### config.mk
export PLATFORM = sky130hd
export DESIGN_NAME = ph_dosing_relay_controller
export DESIGN_NICKNAME = d
export VERILOG_FILES = /design/src/hw/rtl/phd_pkg.sv /design/src/hw/rtl/phd_core.sv /design/src/hw/rtl/ph_dosing_relay_controller.sv
export SDC_FILE = /design/constraint.sdc
export NUM_CORES = 1
export LEC_CHECK = 0
export ABC_AREA = 0
export BUFFER_PORTS_ARGS = -buffer_cell sky130_fd_sc_hd__buf_2
export CAP_MARGIN = 20
export CORE_UTILIZATION = 64
export CTS_BUF_LIST = sky130_fd_sc_hd__clkbuf_8
export DETAILED_ROUTE_END_ITERATION = 16
export GPL_ROUTABILITY_DRIVEN = 0
export PLACE_DENSITY_LB_ADDON = 0.1
export SYNTH_ARGS = -nofsm -noshare
export SYNTH_HDL_FRONTEND = slang
export SYNTH_SLANG_ARGS = --single-unit
### constraint.sdc
create_clock -name clk -period 18.15 [get_ports clk]
set_input_delay 0 -clock clk [delete_from_list [all_inputs] [get_ports clk]]
set_output_delay 0 -clock clk [all_outputs]
set_load 0.01 [all_outputs]
### src/hw/rtl/phd_pkg.sv
// Shared types, codes and constants for the pH dosing relay controller.
// No dependencies; used by phd_core and ph_dosing_relay_controller.
package phd_pkg;

  typedef enum logic [2:0] {
    EV_SAMPLE    = 3'd0,
    EV_BTN_A     = 3'd1,
    EV_BTN_B     = 3'd2,
    EV_BTN_C     = 3'd3,
    EV_REMOTE    = 3'd4,
    EV_RELAY_CMD = 3'd5,
    EV_LIMITS    = 3'd6,
    EV_POTS      = 3'd7
  } event_t;

  typedef enum logic [1:0] {
    OPM_AUTO   = 2'd0,
    OPM_MANUAL = 2'd1,
    OPM_CONFIG = 2'd2,
    OPM_INFO   = 2'd3
  } mode_t;

  localparam logic [1:0] PAGE_THRESHOLD = 2'd0;
  localparam logic [1:0] PAGE_SLOPE     = 2'd1;
  localparam logic [1:0] PAGE_INTERCEPT = 2'd2;

  localparam logic [10:0] PH_MAX      = 11'd1400;
  localparam logic [10:0] HALF_STEP   = 11'd50;
  localparam logic [10:0] UPPER_RESET = 11'd850;
  localparam logic [10:0] LOWER_RESET = 11'd650;
  localparam logic [6:0]  POT_MAX     = 7'd100;
  localparam logic [3:0]  RELAYS_ACID = 4'hA;
  localparam logic [3:0]  RELAYS_BASE = 4'h5;
  localparam logic [3:0]  RELAYS_ALL  = 4'hF;
  localparam logic [3:0]  RELAY_LAST  = 4'd4;

  typedef struct packed {
    mode_t       mode;
    logic [1:0]  page;
    logic [3:0]  relays;
    logic [10:0] upper;
    logic [10:0] lower;
  } state_t;

  typedef struct packed {
    event_t             ev;
    logic [10:0]        ph_sample;
    logic               auto_request;
    logic [3:0]         relay_number;
    logic               relay_on;
    logic signed [12:0] new_lower_limit;
    logic signed [12:0] new_upper_limit;
    logic [6:0]         pot_upper;
    logic [6:0]         pot_lower;
  } item_t;

  typedef struct packed {
    state_t st;
    logic   accepted;
    logic   save_request;
  } result_t;

  // round(pot * 28 / 100) half steps, in hundredths. The divide by 100 is a
  // multiply by 5243 / 2^19, exact for every value up to 2850.
  function automatic logic [10:0] pot_to_limit(input logic [6:0] pot);
    logic [6:0]  p;
    logic [11:0] x;
    logic [24:0] prod;
    logic [4:0]  q;
    p    = (pot > POT_MAX) ? POT_MAX : pot;
    x    = 12'(p) * 12'd28 + 12'd50;
    prod = 25'(x) * 25'd5243;
    q    = prod[23:19];
    return (11'(q) << 5) + (11'(q) << 4) + (11'(q) << 1);
  endfunction

endpackage

### src/hw/rtl/phd_core.sv
// Next-state and result logic for one event beat.
// Depends on phd_pkg.
module phd_core (
  input  phd_pkg::state_t  st,
  input  phd_pkg::item_t   item,
  output phd_pkg::result_t res
);

  phd_pkg::state_t nxt;
  logic            accepted;
  logic            save;
  logic [3:0]      sel;
  logic            lo_ok;
  logic            hi_ok;
  logic [10:0]     pot_up;
  logic [10:0]     pot_lo;
  logic [10:0]     up_min;
  logic [10:0]     up_fix;

  assign sel = (item.relay_number == 4'd0) ? phd_pkg::RELAYS_ALL
                                           : 4'(4'd1 << (item.relay_number - 4'd1));
  assign lo_ok = !item.new_lower_limit[12] &&
                 (item.new_lower_limit <= $signed({2'b00, phd_pkg::PH_MAX}));
  assign hi_ok = !item.new_upper_limit[12] &&
                 (item.new_upper_limit <= $signed({2'b00, phd_pkg::PH_MAX}));

  assign pot_up = phd_pkg::pot_to_limit(item.pot_upper);
  assign pot_lo = phd_pkg::pot_to_limit(item.pot_lower);
  assign up_min = pot_lo + phd_pkg::HALF_STEP;
  always_comb begin
    up_fix = (pot_up < up_min) ? up_min : pot_up;
    if (up_fix > phd_pkg::PH_MAX) begin
      up_fix = phd_pkg::PH_MAX;
    end
  end

  always_comb begin
    nxt      = st;
    accepted = 1'b0;
    save     = 1'b0;
    case (item.ev)
      phd_pkg::EV_SAMPLE: begin
        if (st.mode == phd_pkg::OPM_AUTO) begin
          if (item.ph_sample > st.upper) begin
            nxt.relays = phd_pkg::RELAYS_ACID;
          end else if (item.ph_sample < st.lower) begin
            nxt.relays = phd_pkg::RELAYS_BASE;
          end else begin
            nxt.relays = 4'd0;
          end
        end
      end
      phd_pkg::EV_BTN_A: begin
        case (st.mode)
          phd_pkg::OPM_AUTO: nxt.mode = phd_pkg::OPM_MANUAL;
          phd_pkg::OPM_INFO: nxt.mode = phd_pkg::OPM_AUTO;
          default: begin
            nxt.mode   = phd_pkg::OPM_INFO;
            nxt.relays = 4'd0;
          end
        endcase
      end
      phd_pkg::EV_BTN_B: begin
        if (st.mode == phd_pkg::OPM_INFO) begin
          nxt.mode   = phd_pkg::OPM_CONFIG;
          nxt.page   = phd_pkg::PAGE_THRESHOLD;
          nxt.relays = 4'd0;
        end else if (st.mode == phd_pkg::OPM_CONFIG &&
                     st.page == phd_pkg::PAGE_THRESHOLD) begin
          nxt.mode = phd_pkg::OPM_INFO;
          save     = 1'b1;
        end
      end
      phd_pkg::EV_BTN_C: begin
        if (st.mode == phd_pkg::OPM_INFO) begin
          nxt.mode   = phd_pkg::OPM_CONFIG;
          nxt.page   = phd_pkg::PAGE_SLOPE;
          nxt.relays = 4'd0;
        end else if (st.mode == phd_pkg::OPM_CONFIG &&
                     (st.page == phd_pkg::PAGE_SLOPE ||
                      st.page == phd_pkg::PAGE_INTERCEPT)) begin
          nxt.mode = phd_pkg::OPM_INFO;
          save     = 1'b1;
        end
      end
      phd_pkg::EV_REMOTE: begin
        if (item.auto_request) begin
          nxt.mode = phd_pkg::OPM_AUTO;
        end else begin
          nxt.mode   = phd_pkg::OPM_MANUAL;
          nxt.relays = 4'd0;
        end
      end
      phd_pkg::EV_RELAY_CMD: begin
        if (st.mode == phd_pkg::OPM_MANUAL && item.relay_number <= phd_pkg::RELAY_LAST) begin
          nxt.relays = item.relay_on ? (st.relays | sel) : (st.relays & ~sel);
          accepted   = 1'b1;
        end
      end
      phd_pkg::EV_LIMITS: begin
        if (lo_ok) begin
          nxt.lower = item.new_lower_limit[10:0];
          save      = 1'b1;
        end
        if (hi_ok) begin
          nxt.upper = item.new_upper_limit[10:0];
          save      = 1'b1;
        end
      end
      phd_pkg::EV_POTS: begin
        if (st.mode == phd_pkg::OPM_CONFIG && st.page == phd_pkg::PAGE_THRESHOLD) begin
          nxt.upper = up_fix;
          nxt.lower = pot_lo;
        end
      end
      default: begin
        nxt = st;
      end
    endcase
  end

  assign res.st           = nxt;
  assign res.accepted     = accepted;
  assign res.save_request = save;

endmodule

### src/hw/rtl/ph_dosing_relay_controller.sv
// pH dosing relay controller top: input register, phd_core, result register; uses phd_pkg.
// A beat taken into the input register passes through phd_core into the result register, which drives the out_ ports.
// Throughput: one beat per cycle while out_stall is low, set by the single pass through phd_core.
// The input register keeps taking beats while a result waits, until both stages are full.
// Reset (rst_n low, synchronous): AUTO mode, threshold page, relays off,
// limits 8.50 / 6.50, both stages empty.
module ph_dosing_relay_controller (
  input  logic               clk,
  input  logic               rst_n,
  input  logic               in_valid,
  output logic               in_stall,
  input  logic [2:0]         in_mode,
  input  logic [10:0]        in_ph_sample,
  input  logic               in_auto_request,
  input  logic [3:0]         in_relay_number,
  input  logic               in_relay_on,
  input  logic signed [12:0] in_new_lower_limit,
  input  logic signed [12:0] in_new_upper_limit,
  input  logic [6:0]         in_pot_upper,
  input  logic [6:0]         in_pot_lower,
  output logic               out_valid,
  input  logic               out_stall,
  output logic [3:0]         out_relay_mask,
  output logic [1:0]         out_operating_mode,
  output logic [1:0]         out_config_page,
  output logic               out_accepted,
  output logic               out_save_request,
  output logic [10:0]        out_upper_limit,
  output logic [10:0]        out_lower_limit
);

  logic             in_v_r;
  phd_pkg::item_t   item_r;
  phd_pkg::state_t  st_r;
  logic             out_v_r;
  phd_pkg::result_t res_r;
  phd_pkg::result_t res_nxt;
  logic             advance;
  logic             take;

  // item moves to the result stage when that stage is empty or drains this cycle
  assign advance  = in_v_r && (!out_v_r || !out_stall);
  assign in_stall = in_v_r && !advance;
  assign take     = in_valid && !in_stall;

  phd_core u_core (
    .st   (st_r),
    .item (item_r),
    .res  (res_nxt)
  );

  always_ff @(posedge clk) begin
    if (!rst_n) begin
      in_v_r      <= 1'b0;
      out_v_r     <= 1'b0;
      st_r.mode   <= phd_pkg::OPM_AUTO;
      st_r.page   <= phd_pkg::PAGE_THRESHOLD;
      st_r.relays <= 4'd0;
      st_r.upper  <= phd_pkg::UPPER_RESET;
      st_r.lower  <= phd_pkg::LOWER_RESET;
    end else begin
      if (take) begin
        in_v_r <= 1'b1;
      end else if (advance) begin
        in_v_r <= 1'b0;
      end
      if (advance) begin
        out_v_r <= 1'b1;
        st_r    <= res_nxt.st;
      end else if (!out_stall) begin
        out_v_r <= 1'b0;
      end
    end
  end

  always_ff @(posedge clk) begin
    if (take) begin
      item_r.ev              <= phd_pkg::event_t'(in_mode);
      item_r.ph_sample       <= in_ph_sample;
      item_r.auto_request    <= in_auto_request;
      item_r.relay_number    <= in_relay_number;
      item_r.relay_on        <= in_relay_on;
      item_r.new_lower_limit <= in_new_lower_limit;
      item_r.new_upper_limit <= in_new_upper_limit;
      item_r.pot_upper       <= in_pot_upper;
      item_r.pot_lower       <= in_pot_lower;
    end
    if (advance) begin
      res_r <= res_nxt;
    end
  end

  assign out_valid          = out_v_r;
  assign out_relay_mask     = res_r.st.relays;
  assign out_operating_mode = res_r.st.mode;
  assign out_config_page    = res_r.st.page;
  assign out_accepted       = res_r.accepted;
  assign out_save_request   = res_r.save_request;
  assign out_upper_limit    = res_r.st.upper;
  assign out_lower_limit    = res_r.st.lower;

`ifndef SYNTHESIS
  a_limits_in_range: assert property (@(posedge clk) disable iff (!rst_n)
    (st_r.upper <= phd_pkg::PH_MAX) && (st_r.lower <= phd_pkg::PH_MAX))
    else $error("pH limit out of range");

  a_accept_manual: assert property (@(posedge clk) disable iff (!rst_n)
    out_valid && out_accepted |-> out_operating_mode == phd_pkg::OPM_MANUAL)
    else $error("relay command accepted outside MANUAL");

  a_relays_off_menu: assert property (@(posedge clk) disable iff (!rst_n)
    out_valid && (out_operating_mode == phd_pkg::OPM_CONFIG ||
                  out_operating_mode == phd_pkg::OPM_INFO) |-> out_relay_mask == 4'd0)
    else $error("relays on in CONFIG or INFO");

  a_held_beat_kept: assert property (@(posedge clk) disable iff (!rst_n)
    in_v_r && !advance |=> in_v_r && $stable(item_r))
    else $error("held input beat lost");
`endif

endmodule
; Word-level counts from Yosys, hierarchy flattened
; Index checks and enable logic that the tools add are counted.
; W data, S select, Z words.
[word_totals]
memories = 0
mem_bits_ro = 0
ramBits = 0
register_bits = 124
latchBits = 0
in_bits = 64
wordCells = 122
output_inout_bits = 34
[op_classes]
eq_ne = 13
n_shift = 1
mux = 39
n_bitwise = 3
div = 0
n_mul = 4
n_reduce_logical = 22
magnitude_cmp = 9
n_addsub = 8
[op_table]
columns = operator, count
row1 = $mul A12 B13 Y24 const B, 2
row2 = $mux W11, 4
row3 = $pmux W22 S2, 1
row4 = $mux W4, 7
row5 = $le A13 B12 Y1 const B, 2
row6 = $add A12 B6 Y12 const B, 2
row7 = $pmux W4 S6, 1
row8 = $add A10 B9 Y11, 2
row9 = $add A11 B6 Y11, 2
row10 = $lt A11 B11 Y1, 2
row11 = $mux W22, 1
row12 = $mul A7 B3 Y10 const B, 2
row13 = $gt A7 B7 Y1 const B, 2
row14 = $mux W7, 2
row15 = $eq A3 B3 Y1 const B, 4
row16 = $mux W1, 12
row17 = $mux W6, 2
row18 = $add A11 B6 Y11 const B, 1
row19 = $gt A11 B11 Y1, 1
row20 = $gt A11 B11 Y1 const B, 1
row21 = $logic_and A1 B1 Y1, 8
row22 = $mux W2, 4
row23 = $pmux W2 S2, 2
row24 = $pmux W2 S4, 1
row25 = 20 further kinds, 31

; Longest topological paths before layout
; Gate-level depths: netlist (run 1).
[depth]
word_depth = 14
mapped_depth = 57
mapped_depth_nobuf = 54

; Hierarchy
; From an unflattened synthesis (run 1), not the netlist that was laid out.
[unflattened]
hier_cells = 1316
hier_area_um2 = 12944.9
[by_module_without_submodules]
columns = mod, area_per_inst_um2, n_inst, seq_area_each_um2, cells_per_inst
row1 = phd_core, 8841.0, 1, 0.0, 1086
row2 = ph_dosing_relay_controller, 4103.9, 1, 3403.3, 230

; Worst setup path before layout (run 1)
; OpenSTA, ideal clock, no wires.
[synth_path]
path_kind = register -> register
from = register item_r[4] (netlist name)
to = register res_r (netlist bit out_upper_limit[1]) (data pin)
setup_time_ps = 261
required_ps = 17889
synth_period_minus_slack_ps = 12610
arrival_ps = 12349
path_buffers = 0
path_stages_with_launch = 50
slack_ps = 5540
path_cell_list = edfxtp_1 o311ai_4 nand2_1 inv_1 ha_1 ha_1 inv_1 fa_1 ha_1 nor2_1 nand2_1 nor3b_1 xor2_1 xor2_1 ha_1 fa_1 inv_1 fa_1 [14 not listed] fa_1 ha_1 fa_1 xor2_1 nand3_1 mux2i_1 nand2_1 a31oi_4 xor2_2 ha_1 a21oi_1 nand2_1 a2111oi_4 nor3_2 a211o_2 nor4_4 nor4_1 a221o_1
[synth_lines]
columns = item, line
row1 = start: declaration, ph_dosing_relay_controller.sv:33  ; phd_pkg::item_t item_r;
row2 = end signal: assignment, ph_dosing_relay_controller.sv:89  ; res_r <= res_nxt;
row3 = end: declaration, ph_dosing_relay_controller.sv:36  ; phd_pkg::result_t res_r;

==> flow_summary.toml, run 1 <==
[status]
outcome = "finished clean"

[yosys]
synth_edf_count = 92
yosysWarnings = 0
synth_nets = 1628
syn_avg_cell_area_um2 = 9.92
ys_types = 80
synth-seq-cells = 124
netlist_instances = 1262
synth_flop_cell = "edfxtp_1"
netlist_area_um2 = 12500
yosysSeqAreaShare_pct = 27.2
async_flop_share_pct = 0

[sta]
maxSlewHeadroom_pct = 43.0
tns_ns = 0
finalClockSkew_ns = 0.00768
worst_slew_pin_slew_ns = 0.853
rsz0062_at_grt = "false"
slew_viol_final = 0
setup_viol = 0
hold_viol = 0
fin_crit_ns = 14.69
max_freq_ghz = 0.0681
min_period_over_period_pct = 81.0

[drt]
drtIter0Drc = 632
route.detailed.drc = 0
drtPass1Iterations = 5
final_antenna_net_count = 0
wl_per_cell_um = 16.9
viasPerCell = 5.72
vias = 9678
drt-total-wl_um = 28600

[grt]
antenna_found_initial = 0
grt_max_degree = 70
grt_util_all_layers_pct = 29.6
grt_pass1_wl_um = 46700
grt-ovfl-total = 0
grt_pass1_vias = 9933

[clock_tree]
clockBufferDepth = 2
cts-root-buf = "clkbuf_8"
cts_setup_buffers = 0
cts_resized = 0
numCtsBuffers = 17
htree_num_levels = 4
cts_tree = "done"
ctsHoldBuffers = 63
cts.reportedPaths.clkPinSlew_ns = 0.07
cts.sinks = 124
clock_latency_ns = 0.45

[setup_path]
crit_path_frequent_cell = "ha_1"
reg2reg_from = "item_r[4]$_DFFE_PP_"
cp_slowest_cell = "fa_1"
crit_type = "reg2reg"
path_max_fanout = 18
reg2reg_depth = 49
slowest_delay_ns = 0.55
crit_start = "item_r[4]$_DFFE_PP_"
worstPathArrival_ns = 14.90
rr_endpoint = "out_upper_limit[1]$_DFFE_PP_"
r2r_setup_slack_ns = 3.46
crit_required_ns = 18.35
worst_setup_path_start_kind = "flip-flop"
end_kind = "flip-flop"
endpoint = "out_upper_limit[1]$_DFFE_PP_"

[floorplanning]
num_rows = 50
die_h_um = 142
dieArea_um2 = 20100
io_pins = 98
core-area_um2 = 19000
start_util_pct = 66.0
die-width_um = 142

[placed_design]
dp_hpwl_um = 21600
portBuffers = 97

[job]
cap_viol_max_count = 0

[final_layout]
final_cell_mix = "218 x ha_1, 214 x inv_1, 97 x buf_2"
diodes = 0
syn_to_final_growth_pct = 14.3
final_layout_size_suffix_gt1_share_pct = 11.6
final_common_cell = "ha_1"
num-nets-final = 1784

[worst_hold_path]
min-delay-path-class = "in2reg"
kinds of logic after synthesis:
logic type | Yosys count | synth area share [%]
compound gates | 248 | 14.0
xor+xnor | 64 | 4.65
fa+ha+maj | 302 | 35.2
buf+inv | 241 | 7.48
flops | 124 | 27.2
mux | 6 | 0.500
simple gates | 277 | 11.0
per-layer routing:
metal,vias to the layer above,share of wire (%),track usage (%)
met5,-,0,0
met4,0,3.4,13.1
met3,76,4.4,3.91
met2,302,51,53.9
met1,4610,41,34.9
li1,4690,-,-
sequential cells by signal, indices dropped and copies added, names as in the netlist:
signal / flops
in_v_r: 1
item_r: 60
out_accepted: 1
out_config_page: 2
out_lower_limit: 11
out_operating_mode: 2
out_relay_mask: 4
out_save_request: 1
out_upper_limit: 11
out_valid: 1
st_r: 30
cell usage after synthesis (all sizes together), types with 9 or more instances:
cell,instances,area share [%]
clkbuf,24,0.86
xor2,33,2.4
o21ai,41,1.7
nor2,69,2.1
a31oi,10,0.62
nand4,14,0.70
a22oi,9,0.54
nor3,25,1.0
o21a,11,0.66
edfxtp,92,22
a21o,31,1.9
nand2,75,2.3
nand2b,10,0.50
inv,213,6.4
xnor2,30,2.1
nand3,19,0.76
nor2b,14,0.70
dfxtp,32,5.1
a21oi,65,2.6
a211oi,13,0.82
fa,84,13
ha,218,22
o21bai,9,0.54
and3,11,0.56
how the worst min path moves through the flow:
stage                               start                   end  slack [ns]  cells past startpoint
finish                    in_pot_upper[5]  item_r[12]$_DFFE_PP_        0.26                      2
global route              in_auto_request  item_r[45]$_DFFE_PP_        0.25                      2
CTS                 in_new_lower_limit[9]  item_r[36]$_DFFE_PP_        0.24                      2
detailed placement        in_ph_sample[8]  item_r[54]$_DFFE_PP_        0.18                      1
global placement       in_relay_number[3]  item_r[44]$_DFFE_PP_        0.18                      1
floorplan                 in_pot_lower[0]   item_r[0]$_DFFE_PP_         0.1                      0
critical path, delay by kind of cell, from the launching register on:
kind,cells,cell delay [ns]
multiplexers,1,0.42
buffers and inverters,4,0.38
XOR/XNOR,6,2.06
flip-flops,1,0.46
AND/OR/NAND/NOR,16,3.20
adder cells (fa/ha/maj),14,5.24
AO/OA/AOI/OAI,8,2.69
area by class of cell:
class,count,area [um2]
Clock buffer,17,234
Clock inverter,15,205
Fill cell,1384,4650
Inverter,213,800
Multi-Input combinational cell,897,8180
Sequential cell,124,3400
Tap cell,260,325
Timing Repair Buffer,165,1150
metrics by stage:
stage               hold slack [ns]  instance area (um2)  setup slack (ns)  utilization (%)  instances
floorplan                    0.0989                12500              5.54                -       1262
global placement              0.176                13200              3.88             69.8       1596
detailed placement            0.178                13200              3.52             69.8       1596
CTS                           0.241                14300              3.49             75.5       1691
global route                  0.246                14300              2.33             75.5       1691
finish                        0.257                14300              3.46             75.5       1691
Power of run 1 is left out: the tool's default activity adds up to more than one toggle a clock period on the data nets, which glitch-free logic cannot reach.
==> run 2, diff against run 1 <==
==> constraint.sdc (replaced) <==
create_clock -name clk -period 13.55 [get_ports clk]
set_input_delay 0 -clock clk [delete_from_list [all_inputs] [get_ports clk]]
set_output_delay 0 -clock clk [all_outputs]
set_load 0.01 [all_outputs]
==> run 2 against run 1 <==
  * Via count decreased by 1.2%
  * Non-clock buffer count increased by 18
  * Count of clock-buffer cells in the layout unchanged
  * Critical path type unchanged
  * Critical path depth increased by 3
  * Critical endpoint unchanged
  * First-iteration DRC count decreased by 4.9%
  * Fmax increased by 14%
  * Setup slack got worse by 2.8 ns
  * Sequential share of layout area decreased by 0.29 points
  * Die area unchanged
==> flow_summary.toml, run 2 (synthesized netlist as in run 1, its figures left out) <==
[status]
outcome = "finished clean"

[floorplanning]
die-width_um = 142
core-area_um2 = 19000
die_h_um = 142
dieArea_um2 = 20100
start_util_pct = 66.0
num_rows = 50
io_pins = 98

[clock_tree]
cts.sinks = 124
cts.reportedPaths.clkPinSlew_ns = 0.08
cts_tree = "done"
numCtsBuffers = 17
cts-root-buf = "clkbuf_8"
clock_latency_ns = 0.44
clockBufferDepth = 2
htree_num_levels = 4

[setup_path]
crit_required_ns = 13.72
slowest_delay_ns = 0.54
crit_path_frequent_cell = "ha_1"
worstPathArrival_ns = 13.04
path_max_fanout = 8
crit_type = "reg2reg"
end_kind = "flip-flop"
cpLargestDelayFamily = "adder cells"
cp_slowest_cell = "fa_1"
worst-path-buf-inv = 6
worst_setup_path_start_kind = "flip-flop"

[grt]
grt_max_degree = 70
antenna_found_initial = 0
grt_pass1_vias = 9594
grt-ovfl-total = 0
grt_pass1_wl_um = 45900
grt_util_all_layers_pct = 29.1

[final_layout]
fin_cells = 1709
final_layout_size_suffix_gt1_share_pct = 13.3
regMostFlops = "item_r"
seq_area_um2 = 3400
final_cell_mix = "218 x ha_1, 215 x inv_1, 97 x buf_2"
syn_to_final_growth_pct = 15.7
largest_reg_flops = 60
final_common_cell = "ha_1"
num-nets-final = 1802
reg_top3 = "item_r x60, st_r x30"
diodes = 0
fillCellCount = 1336
multi_input_area_um2 = 8290

[placed_design]
pre_cts_slack_ns = 0.0970
dp_hpwl_um = 21500
place_inst = 1606
portBuffers = 97

[sta]
slew_viol_final = 0
finalClockSkew_ns = 0.0179
worst_slew_pin_slew_ns = 0.950
fin_crit_ns = 12.87
max_freq_ghz = 0.0777
setup_viol = 0
finalHoldWorstSlack_ns = 0.272
min_period_over_period_pct = 95.0
hold_viol = 0
tns_ns = 0
maxSlewHeadroom_pct = 36.5
worst_slack_ns = 0.680

[drt]
drt-total-wl_um = 28200
route.detailed.drc = 0
drtIter0Drc = 601
drtPass1Iterations = 6
vias = 9566
final_antenna_net_count = 0
viasPerCell = 5.60
wl_per_cell_um = 16.5

[worst_hold_path]
min-delay-path-class = "in2reg"

[job]
cap_viol_max_count = 0
==> run 2: repair_timing <==
| action | CTS | global route |
|---|---|---|
| setup buffers | 0 | 8 |
| endpoints found under the setup margin | 0 | 20 |
| endpoints found under the hold margin | 68 | 0 |
| hold buffers | 63 | 0 |
| resized for setup | 0 | 18 |
==> run 2: final timing paths <==
path | to | cells past startpoint | start | slack [ns]
max | out_upper_limit[1]$_DFFE_PP_ | 52 | item_r[2]$_DFFE_PP_ | 0.68
min | item_r[32]$_DFFE_PP_ | 2 | in_new_lower_limit[5] | 0.27
max reg2reg | out_upper_limit[1]$_DFFE_PP_ | 52 | item_r[2]$_DFFE_PP_ | 0.68
min reg2reg | st_r[5]$_SDFFE_PN0P_ | 2 | st_r[5]$_SDFFE_PN0P_ | 0.48
==> run 2: routing by layer <==
| layer | part of all wire (%) | global-route usage (%) | up-vias |
|---|---|---|---|
| met5 | 0 | 0 | - |
| met4 | 2.2 | 8.77 | 0 |
| met3 | 3.6 | 3.07 | 50 |
| met2 | 52 | 53.6 | 261 |
| met1 | 43 | 35.7 | 4531 |
| li1 | - | - | 4724 |
==> run 2: stage by stage <==
stage / instance area, um2 / utilization [%]
after floorplan: 12500 / -
after CTS: 14300 / 75.5
after global routing: 14500 / 76.4
final: 14500 / 76.4
after global placement: 13300 / 70.2
after detailed placement: 13300 / 70.2
==> run 2: layout make-up <==
cell class | count | share of cell area, %
Timing Repair Buffer | 183 | 8.90
Tap cell | 260 | 2.25
Clock buffer | 17 | 1.62
Sequential cell | 124 | 23.5
Inverter | 213 | 5.52
Clock inverter | 15 | 0.977
Multi-Input combinational cell | 897 | 57.2
Power of run 2 is left out for the same reason.
